$ cat src/hdl/hjs_pkg.sv
`timescale 1ns / 1ps
`default_nettype none
package hjs_pkg;
    localparam int QUEUE_DEPTH_DEF = 16;
    localparam int TIME_W = 32;
    localparam int OCC_W  = 5;

    typedef logic [1:0] status_t;
    localparam status_t ST_INSERTED = 2'd0;
    localparam status_t ST_SELECTED = 2'd1;
    localparam status_t ST_EMPTY    = 2'd2;
    localparam status_t ST_FULL     = 2'd3;
endpackage
`default_nettype wire

$ cat src/hdl/hjs_cell.sv
`timescale 1ns / 1ps
`default_nettype none
module hjs_cell #(
    parameter int QUEUE_DEPTH = hjs_pkg::QUEUE_DEPTH_DEF,
    parameter int IDX = 0
) (
    input  wire logic                           aclk,
    input  wire logic                           wr_en,
    input  wire logic [hjs_pkg::TIME_W-1:0]     wr_arrival,
    input  wire logic [hjs_pkg::TIME_W-1:0]     wr_service,
    input  wire logic                           shift_en,
    input  wire logic                           pop,
    input  wire logic [$clog2(QUEUE_DEPTH)-1:0] tail,
    input  wire logic [hjs_pkg::TIME_W-1:0]     next_arrival,
    input  wire logic [hjs_pkg::TIME_W-1:0]     next_service,
    input  wire logic [hjs_pkg::TIME_W-1:0]     head_arrival,
    input  wire logic [hjs_pkg::TIME_W-1:0]     head_service,
    output logic      [hjs_pkg::TIME_W-1:0]     arrival_reg,
    output logic      [hjs_pkg::TIME_W-1:0]     service_reg
);
    import hjs_pkg::*;
    localparam int IW = $clog2(QUEUE_DEPTH);

    logic wrap;
    assign wrap = !pop && (tail == IW'(IDX));

    always_ff @(posedge aclk) begin
        if (wr_en) begin
            arrival_reg <= wr_arrival;
            service_reg <= wr_service;
        end else if (shift_en) begin
            // the tail cell closes the ring while rotating, except when the head is popped
            if (wrap) begin
                arrival_reg <= head_arrival;
                service_reg <= head_service;
            end else begin
                arrival_reg <= next_arrival;
                service_reg <= next_service;
            end
        end
    end
endmodule
`default_nettype wire

$ cat config.mk
export PLATFORM = sky130hd
export DESIGN_NAME = hjs_cell
export DESIGN_NICKNAME = d
export VERILOG_FILES = /design/src/hdl/hjs_pkg.sv /design/src/hdl/hjs_cell.sv
export SDC_FILE = /design/constraint.sdc
export NUM_CORES = 1
export LEC_CHECK = 0
export BUFFER_PORTS_ARGS = -buffer_cell sky130_fd_sc_hd__buf_2
export CAP_MARGIN = 20
export CORE_AREA = 2 2 103 105
export DETAILED_ROUTE_END_ITERATION = 8
export DIE_AREA = 0 0 105 107
export PLACE_DENSITY = 0.82
export SETUP_SLACK_MARGIN = 0.4
export SLEW_MARGIN = 25
export SYNTH_ARGS = -nofsm -noshare
export SYNTH_HDL_FRONTEND = slang
export SYNTH_SLANG_ARGS = --single-unit
export TNS_END_PERCENT = 20
$ cat constraint.sdc
create_clock -name aclk -period 6.15 [get_ports aclk]
set_input_delay 1.5375 -clock aclk [delete_from_list [all_inputs] [get_ports aclk]]
set_output_delay 1.5375 -clock aclk [all_outputs]
set_load 0.01 [all_outputs]
==> results of run 1 <==
==> per-layer routing <==
metal,vias up,wire (µm),share of wire [%]
li1,1743,-,-
met1,1849,4530,37
met2,262,6250,52
met3,30,982,8.1
met4,0,321,2.7
met5,-,0,0
==> path summary, 6_finish.rpt <==
kind / startpoint / cells after the start / endpoint
worst max-delay path: wr_en / 5 / arrival_reg[24]
worst min-delay path: wr_service[11] / 2 / service_reg[11]
==> per-stage QoR <==
| stage | utilization (%) | instances |
|---|---|---|
| 2_1_floorplan | - | 303 |
| 3_3_place_gp | 47.4 | 667 |
| 3_5_place_dp | 47.4 | 667 |
| 4_1_cts | 49.5 | 683 |
| 5_1_grt | 49.5 | 683 |
| 6_report | 49.5 | 683 |
==> kinds of logic (layout without fill, tap and decap cells) <==
group | after synthesis | in the layout | share of synthesized area (%)
compound gates | 190 | 190 | 36.8
flops | 64 | 64 | 55.4
buf+inv | 41 | 285 | 6.35
simple gates | 8 | 8 | 1.48
==> synth_stat cells <==
master / number / share of area (%)
a2bb2oi_1: 62 / 16
a31oi_1: 64 / 12
buf_1: 3 / 0.32
nor2_1: 3 / 0.32
nand3_1: 2 / 0.29
inv_1: 1 / 0.11
clkbuf_2: 2 / 0.29
buf_6: 7 / 2.3
nor3_4: 1 / 0.47
o21ai_0: 4 / 0.58
edfxtp_1: 64 / 55
o21ai_2: 3 / 0.76
buf_2: 9 / 1.3
o21ai_1: 57 / 8.2
or2_2: 1 / 0.18
clkbuf_1: 19 / 2.1
or4_1: 1 / 0.22
==> worst max-delay path, stage by stage <==
cell	delay (ns)
buf_2	0.48
buf_4	0.47
clkinv_2	0.82
nor2_1	0.32
a31oi_1	0.06
==> power groups by stage <==
stage | clock [µW] | sequential, µW | combinational (µW)
3_3_place_gp | 0 | 558 | 249
6_report | 393 | 550 | 256
2_1_floorplan | 0 | 588 | 94.7
5_1_grt | 421 | 554 | 276
3_5_place_dp | 0 | 560 | 256
4_1_cts | 406 | 550 | 256
==> cell type report <==
cell class	count	area (µm²)	area share [%]
Sequential cell	64	1920	38.4
Timing Repair Buffer	268	1350	27.1
Multi-Input combinational cell	198	1340	26.8
Tap cell	136	170	3.40
Clock buffer	10	128	2.55
Clock inverter	6	83.8	1.68
Inverter	1	5.00	0.100
==> flow_summary.yaml, run 1 <==
layout:
  antenna_cells: 0
  drive_above_1_share_pct: 53.0
  layout_common_cells: "263 x buf_2, 64 x a31oi_1, 64 x edfxtp_1"
  fillers: 974
  final_common_cell: "buf_2"
  nets: 742
  syn_to_final_growth_pct: 44.2
  final_area_mm2: 0.00500
clocking:
  clk_pin_slew_worst_paths_ns: 0.08
  cts_tree: "built"
  cts_hold_buf: 0
  cts_buffers: 9
  clock_sinks: 64
  cts_setup_buffers: 0
  cts_root_buf: "clkbuf_8"
  h-tree-depth: 3
  cts-resized-gates: 0
  clockBufferDepth: 2
timing:
  hold_viol: 0
  worst_pin_slew_ns: 0.927
  min_period_ns: 3.69
  fin_crit_sh_pct: 60.1
  finalSetupTns_ns: 0
  fin_ws_ns: 2.46
  rsz0062_at_grt: "false"
  max_slew_margin_pct: 38.2
  maxSlewViolCount: 0
  setup_viol: 0
  fmax_ghz: 0.271
  whs_ns: 1.52
pwr:
  vdd_drop_max_mv: 0.0847
  power_density_mw_per_mm2: 240
  leakage_uw: 0.00219
  seqPwrFrac_pct: 45.9
  internal_power_uw: 884
  power_uw: 1200
  net-switching-power_uw: 315
  combPwrFrac_pct: 21.4
  clock_power_share_pct: 32.8
  swShare_pct: 26.3
floorplanning:
  rows: 37
  fp.dieW_um: 105
  pin_count: 264
  start_util_pct: 34.4
  core-area_mm2: 0.0101
  fp.dieH_um: 107
  die_area_mm2: 0.0112
yosys:
  syn_area_mm2: 0.00347
  synth_cells: 303
  ys_seq_elements: 64
  syn_nets: 503
  ys.warnings.count: 0
  syn_area_per_cell_um2: 11.4
  synth-seq-area-share_pct: 55.4
  ys_types: 17
critical_path:
  start_kind: "primary input"
  cp.arrival_ns: 3.75
  endpoint_kind: "flop"
  crit_fanout: 66
  cp.required_ns: 6.20
  worstSetupPathType: "primary input to flop"
detailed_routing:
  routed_wl_um: 12100
  drc: 0
  vias_per_cell: 5.69
  postRouteAntennaNets: 0
  firstDrtPassIters: 5
  drt-initial-drc-count: 336
  vias: 3884
  wl_per_cell_um: 17.7
global_routing:
  grt_use_met2_pct: 34.5
  busiest_layer: "met2"
  grt_util_all_layers_pct: 20.2
  grt_max_degree: 67
  antenna_found_initial: 0
  grt_overflow: 0
  use_met3_pct: 4.01
  grt_pass1_wl_um: 17900
  grt_pass1_vias: 3619
  grt_use_met1_pct: 24.3
place:
  dpl_cell_area_mm2: 0.00479
  dp_hpwl_um: 8430
  gp_congestion: 0.882
  place_worst_setup_slack_ns: 2.43
  portBuffers: 263
status:
  status: "complete, no violations"
hold_path:
  hold_path_class: "primary input to flop"
run:
  drv_cap: 0
No activity file was read; power rests on OpenSTA's default activity.
==> run 2: changes to the inputs <==
--- a/config.mk
+++ b/config.mk
@@ -7,10 +7,10 @@
 export LEC_CHECK = 0
 export BUFFER_PORTS_ARGS = -buffer_cell sky130_fd_sc_hd__buf_2
 export CAP_MARGIN = 20
-export CORE_AREA = 2 2 103 105
+export CORE_AREA = 2 2 102 104
 export DETAILED_ROUTE_END_ITERATION = 8
-export DIE_AREA = 0 0 105 107
-export PLACE_DENSITY = 0.82
+export DIE_AREA = 0 0 104 106
+export PLACE_DENSITY = 0.86
 export SETUP_SLACK_MARGIN = 0.4
 export SLEW_MARGIN = 25
 export SYNTH_ARGS = -nofsm -noshare
==> constraint.sdc (replaced) <==
create_clock -name aclk -period 3.35 [get_ports aclk]
set_input_delay 0.8375 -clock aclk [delete_from_list [all_inputs] [get_ports aclk]]
set_output_delay 0.8375 -clock aclk [all_outputs]
set_load 0.01 [all_outputs]
==> run 2 against run 1 <==
Sequential share of layout area about the same. Sequential power increased by 84%. Critical path depth unchanged. Count of clock-buffer cells in the layout increased by 1. Non-clock buffer count increased by 2. Via count decreased by 1.6%. Critical endpoint is now arrival_reg[4]. Final area increased by 0.10%. Clock power increased by 60%. Routed wire length increased by 0.56%. Global-route usage increased by 1.2 points. Die area decreased by 1.9%. Largest cell class unchanged. First-iteration DRC count decreased by 22%.
==> flow_summary.yaml, run 2 (synthesized netlist as in run 1, its figures left out) <==
status:
  status: "complete, no violations"
detailed_routing:
  drt-initial-drc-count: 262
  routedLengthMet1_um: 4490
  routed_wl_um: 12200
  wl_per_cell_um: 17.8
  firstDrtPassIters: 7
  postRouteAntennaNets: 0
  drc: 0
  top_layer: "met4"
  met2_length_um: 6350
  vias_per_cell: 5.58
  dr_wl_met3_um: 941
  vias: 3820
timing:
  worst_pin_slew_ns: 0.927
  hold_viol: 0
  fmax_ghz: 0.425
  whs_ns: 0.822
  maxSlewViolCount: 0
  fin_crit_sh_pct: 70.2
  min_period_ns: 2.35
  setup_viol: 0
  rsz0062_at_grt: "false"
  max_slew_margin_pct: 38.1
  finalSetupTns_ns: 0
place:
  dp_hpwl_um: 8500
  gp_congestion: 0.867
  portBuffers: 263
global_routing:
  grt_overflow: 0
  grt_max_degree: 67
  grt_pass1_vias: 3874
  antenna_found_initial: 0
  grt_util_all_layers_pct: 21.4
  grt_pass1_wl_um: 18700
run:
  drv_cap: 0
layout:
  drive_above_1_share_pct: 52.8
  nets: 744
  antenna_cells: 0
  layout_common_cells: "263 x buf_2, 64 x a31oi_1, 64 x edfxtp_1"
  final_common_cell: "buf_2"
  syn_to_final_growth_pct: 44.3
pwr:
  leakage_uw: 0.00220
  power_density_mw_per_mm2: 422
  vdd_drop_max_mv: 0.195
critical_path:
  cpPeakStageDelay_ns: 0.66
  endpoint_kind: "flop"
  cp.arrival_ns: 2.38
  crit_fanout: 64
  worstSetupPathType: "primary input to flop"
  crit_family: "simple AND/OR/NAND/NOR gates"
  cp.required_ns: 3.38
  path_buf_inv: 2
  crit_slowest_cell: "or4_2"
  start_kind: "primary input"
  crit_chain: "buf_2 > or4_2 > buf_4 > o21ai_0 > a31oi_1"
floorplanning:
  pin_count: 264
  rows: 37
  die_area_mm2: 0.0110
  fp.dieW_um: 104
  fp.dieH_um: 106
  core-area_mm2: 0.0100
  start_util_pct: 34.7
clocking:
  cts_buffers: 9
  clk_pin_slew_worst_paths_ns: 0.07
  cts_root_buf: "clkbuf_8"
  cts_tree: "built"
  cts-resized-gates: 0
  h-tree-depth: 3
  cts_hold_buf: 0
  clockBufferDepth: 2
  clock_sinks: 64
  cts_setup_buffers: 0
hold_path:
  min_from: "wr_arrival[15]"
  hold_path_class: "primary input to flop"
  holdPathStages: 2
  min_to: "arrival_reg[15]"
[run 2: where the power goes]
| group | internal, µW | switching, µW |
|---|---|---|
| registers | 987 | 23.5 |
| logic | 226 | 250 |
| clock network | 337 | 291 |
| total | 1550 | 565 |
[run 2: area by class of cell]
class                           count  area [µm²]
Clock buffer                       11         131
Clock inverter                      5        47.5
Fill cell                         920        4990
Inverter                            1        5.00
Multi-Input combinational cell    198        1340
Sequential cell                    64        1920
Tap cell                          136         170
Timing Repair Buffer              270        1390
[run 2: layer usage]
layer / up-vias / global-route usage (%)
li1: 1748 / -
met1: 1814 / 23.6
met2: 228 / 39.0
met3: 30 / 3.99
met4: 0 / 11.6
met5: - / 0
[run 2: worst max-delay path by stage]
| stage | start | endpoint | slack [ns] | cells after the start |
|---|---|---|---|---|
| floorplan | wr_en | arrival_reg[0] | 0.99 | 2 |
| global placement | tail[1] | arrival_reg[24] | 0.75 | 5 |
| detailed placement | tail[1] | arrival_reg[4] | 0.66 | 5 |
| CTS | tail[1] | arrival_reg[4] | 1.01 | 5 |
| global route | tail[1] | arrival_reg[4] | 0.89 | 5 |
| finish | tail[1] | arrival_reg[4] | 1.0 | 5 |
[run 2: per-stage QoR]
stage | total power, µW | instance area, µm² | worst slack, ns | util (%) | cells
3_5_place_dp | 1500 | 4820 | 0.655 | 48.2 | 669
3_3_place_gp | 1480 | 4820 | 0.750 | 48.2 | 669
2_1_floorplan | 1250 | 3470 | 0.990 | - | 303
4_1_cts | 2130 | 5000 | 1.01 | 50.0 | 685
6_report | 2110 | 5000 | 0.997 | 50.1 | 685
5_1_grt | 2210 | 5000 | 0.887 | 50.1 | 685
==> run 3: changes to the inputs <==
--- a/config.mk
+++ b/config.mk
@@ -5,12 +5,13 @@
 export SDC_FILE = /design/constraint.sdc
 export NUM_CORES = 1
 export LEC_CHECK = 0
+export ABC_AREA = 1
 export BUFFER_PORTS_ARGS = -buffer_cell sky130_fd_sc_hd__buf_2
 export CAP_MARGIN = 20
-export CORE_AREA = 2 2 102 104
+export CORE_AREA = 2 2 101 103
 export DETAILED_ROUTE_END_ITERATION = 8
-export DIE_AREA = 0 0 104 106
-export PLACE_DENSITY = 0.86
+export DIE_AREA = 0 0 103 105
+export PLACE_DENSITY = 0.92
 export SETUP_SLACK_MARGIN = 0.4
 export SLEW_MARGIN = 25
 export SYNTH_ARGS = -nofsm -noshare
==> constraint.sdc (replaced) <==
create_clock -name aclk -period 2.35 [get_ports aclk]
set_input_delay 0.5875 -clock aclk [delete_from_list [all_inputs] [get_ports aclk]]
set_output_delay 0.5875 -clock aclk [all_outputs]
set_load 0.01 [all_outputs]
==> run 3 against run 2 <==
Via count up 20%. Clock power up 89%. Count of clock-buffer cells in the layout down 2. Synthesized area up 21%. Routed wire length up 7.9%. Critical path depth up 2. Power up 57%. Final cell count up 38%. Final area up 14%. Synthesized cell count up 84%. Largest cell class unchanged. Global-route usage up 1.7 points.
==> flow_summary.yaml, run 3 <==
critical_path:
  crit_family: "simple AND/OR/NAND/NOR gates"
  start_kind: "primary input"
  cp.required_ns: 2.55
  path_buf_inv: 2
  crit_fanout: 34
  crit_slowest_cell: "nand3_4"
  worstSetupPathType: "primary input to flop"
  cp.arrival_ns: 1.75
  cpMostUsedCell: "nand2_1"
  endpoint_kind: "flop"
  cpPeakStageDelay_ns: 0.34
  crit_chain: "buf_2 > nor2_4 > nand3_4 > buf_12 > nand2_1 > nand3_1 > nand2_1"
detailed_routing:
  postRouteAntennaNets: 0
  drc: 0
  drt-initial-drc-count: 241
  vias: 4592
  routed_wl_um: 13100
  firstDrtPassIters: 5
  wl_per_cell_um: 13.9
  vias_per_cell: 4.87
yosys:
  yosys.area.top_type: "edfxtp_1"
  ys_types: 14
  synth-seq-area-share_pct: 45.6
  yosysMostFrequentCell: "nand2_1"
  synthFlopType: "edfxtp_1"
  synth_edf_count: 64
  synth_top_area_share_pct: 45.6
  ys.warnings.count: 0
  syn_area_per_cell_um2: 7.55
  synth_cells: 558
  async_flop_share_pct: 0
  ys_seq_elements: 64
  synthTopCellsByArea: "edfxtp_1 46%, nand2_1 17%, inv_1 11%"
  syn_nets: 758
  synthTopCellsByCount: "192 x nand2_1, 128 x inv_1, 64 x edfxtp_1, 64 x nand3_1, 64 x nand4_1"
  syn_area_mm2: 0.00421
global_routing:
  grt_util_all_layers_pct: 23.1
  grt_pass1_wl_um: 19500
  grt_overflow: 0
  antenna_found_initial: 3
  grt_max_degree: 65
  grt_pass1_vias: 4276
pwr:
  seqPwrFrac_pct: 43.6
  power_density_mw_per_mm2: 579
  internal_power_uw: 2400
  vdd_drop_max_mv: 0.336
  leakage_uw: 0.00339
  power_uw: 3310
  swShare_pct: 27.4
  combPwrFrac_pct: 20.6
  net-switching-power_uw: 905
  clock_power_share_pct: 35.8
timing:
  worst_pin_slew_ns: 0.929
  min_period_ns: 1.55
  maxSlewViolCount: 0
  fin_crit_sh_pct: 66.0
  setup_viol: 0
  fmax_ghz: 0.644
  hold_viol: 0
  max_slew_margin_pct: 38.1
  finalSetupTns_ns: 0
  rsz0062_at_grt: "false"
floorplanning:
  core-area_mm2: 0.00964
  fp.dieW_um: 103
  rows: 36
  pin_count: 264
  start_util_pct: 43.7
  die_area_mm2: 0.0108
  fp.dieH_um: 105
layout:
  syn_to_final_growth_pct: 35.8
  final_common_cell: "buf_2"
  layout_common_cells: "263 x buf_2, 192 x nand2_1, 128 x inv_1"
  fillers: 918
  final_area_mm2: 0.00572
  nets: 1001
  drive_above_1_share_pct: 36.5
  finish.utilization_pct: 59.3
  stdcell_count: 942
clocking:
  clockBufferDepth: 2
  cts_root_buf: "clkbuf_8"
  cts_buffers: 9
  clk_pin_slew_worst_paths_ns: 0.08
  cts_tree: "built"
  clock_sinks: 64
  h-tree-depth: 3
  cts-resized-gates: 0
  cts_hold_buf: 0
  cts_setup_buffers: 0
place:
  portBuffers: 263
  place.detailed.instances: 923
  gp_congestion: 0.830
  dp_hpwl_um: 9240
  dpl_cell_area_mm2: 0.00547
run:
  drv_cap: 0
status:
  status: "complete, no violations"
hold_path:
  hold_path_class: "primary input to flop"
-- run 3: cell types whose count changed after synthesis, moves of 3 or more --
| cell | change |
|---|---|
| buf_6 | +13 |
| nand3_1 | +62 |
| o21ai_0 | -4 |
| inv_1 | +127 |
| nand4_1 | +64 |
| buf_1 | +3 |
| nor2_1 | -3 |
| nand2_1 | +192 |
| a31oi_1 | -64 |
| a2bb2oi_1 | -62 |
| clkbuf_1 | -13 |
| o21ai_1 | -57 |
| o21ai_2 | -3 |
-- run 3: final timing paths --
path / start / slack (ns) / to / cells after the start
max: tail[0] / 0.80 / arrival_reg[26] / 7
min: wr_arrival[6] / 0.52 / arrival_reg[6] / 3
-- run 3: per-stage QoR --
stage	hold WS, ns	setup WS, ns
CTS	0.499	0.811
floorplan	0.769	0.712
finish	0.517	0.798
detailed placement	0.862	0.449
global route	0.510	0.698
global placement	0.858	0.403
-- run 3: area by class of cell --
class / count / area [µm²] / area share, %
Sequential cell: 64 / 1920 / 33.6
Multi-Input combinational cell: 324 / 1490 / 26.1
Timing Repair Buffer: 272 / 1400 / 24.4
Inverter: 130 / 490 / 8.58
Tap cell: 133 / 166 / 2.91
Clock buffer: 9 / 124 / 2.17
Clock inverter: 7 / 120 / 2.10
Antenna cell: 3 / 7.51 / 0.131
-- run 3: logic make-up (layout without fill, tap and decap cells) --
logic type / count (synthesis) / count (layout) / share of synthesized area, %
AND/OR/NAND/NOR: 324 / 324 / 35.3
buffers and inverters: 170 / 418 / 19.0
flip-flops: 64 / 64 / 45.6
other: 0 / 3 / 0
-- run 3: power groups by stage --
stage                     Clock [µW]  Combinational [µW]  Sequential, µW
final                           1190                 680            1440
after global routing            1250                 756            1450
after CTS                       1210                 683            1440
after detailed placement           0                 680            1470
after global placement             0                 670            1460
after floorplan                    0                 274            1540
-- run 3: metal layers --
layer	GRT usage [%]	wire length, µm	up-vias
li1	-	-	2255
met1	27.3	5020	2021
met2	39.9	6480	289
met3	5.08	1310	27
met4	9.02	310	0
met5	0	0	-
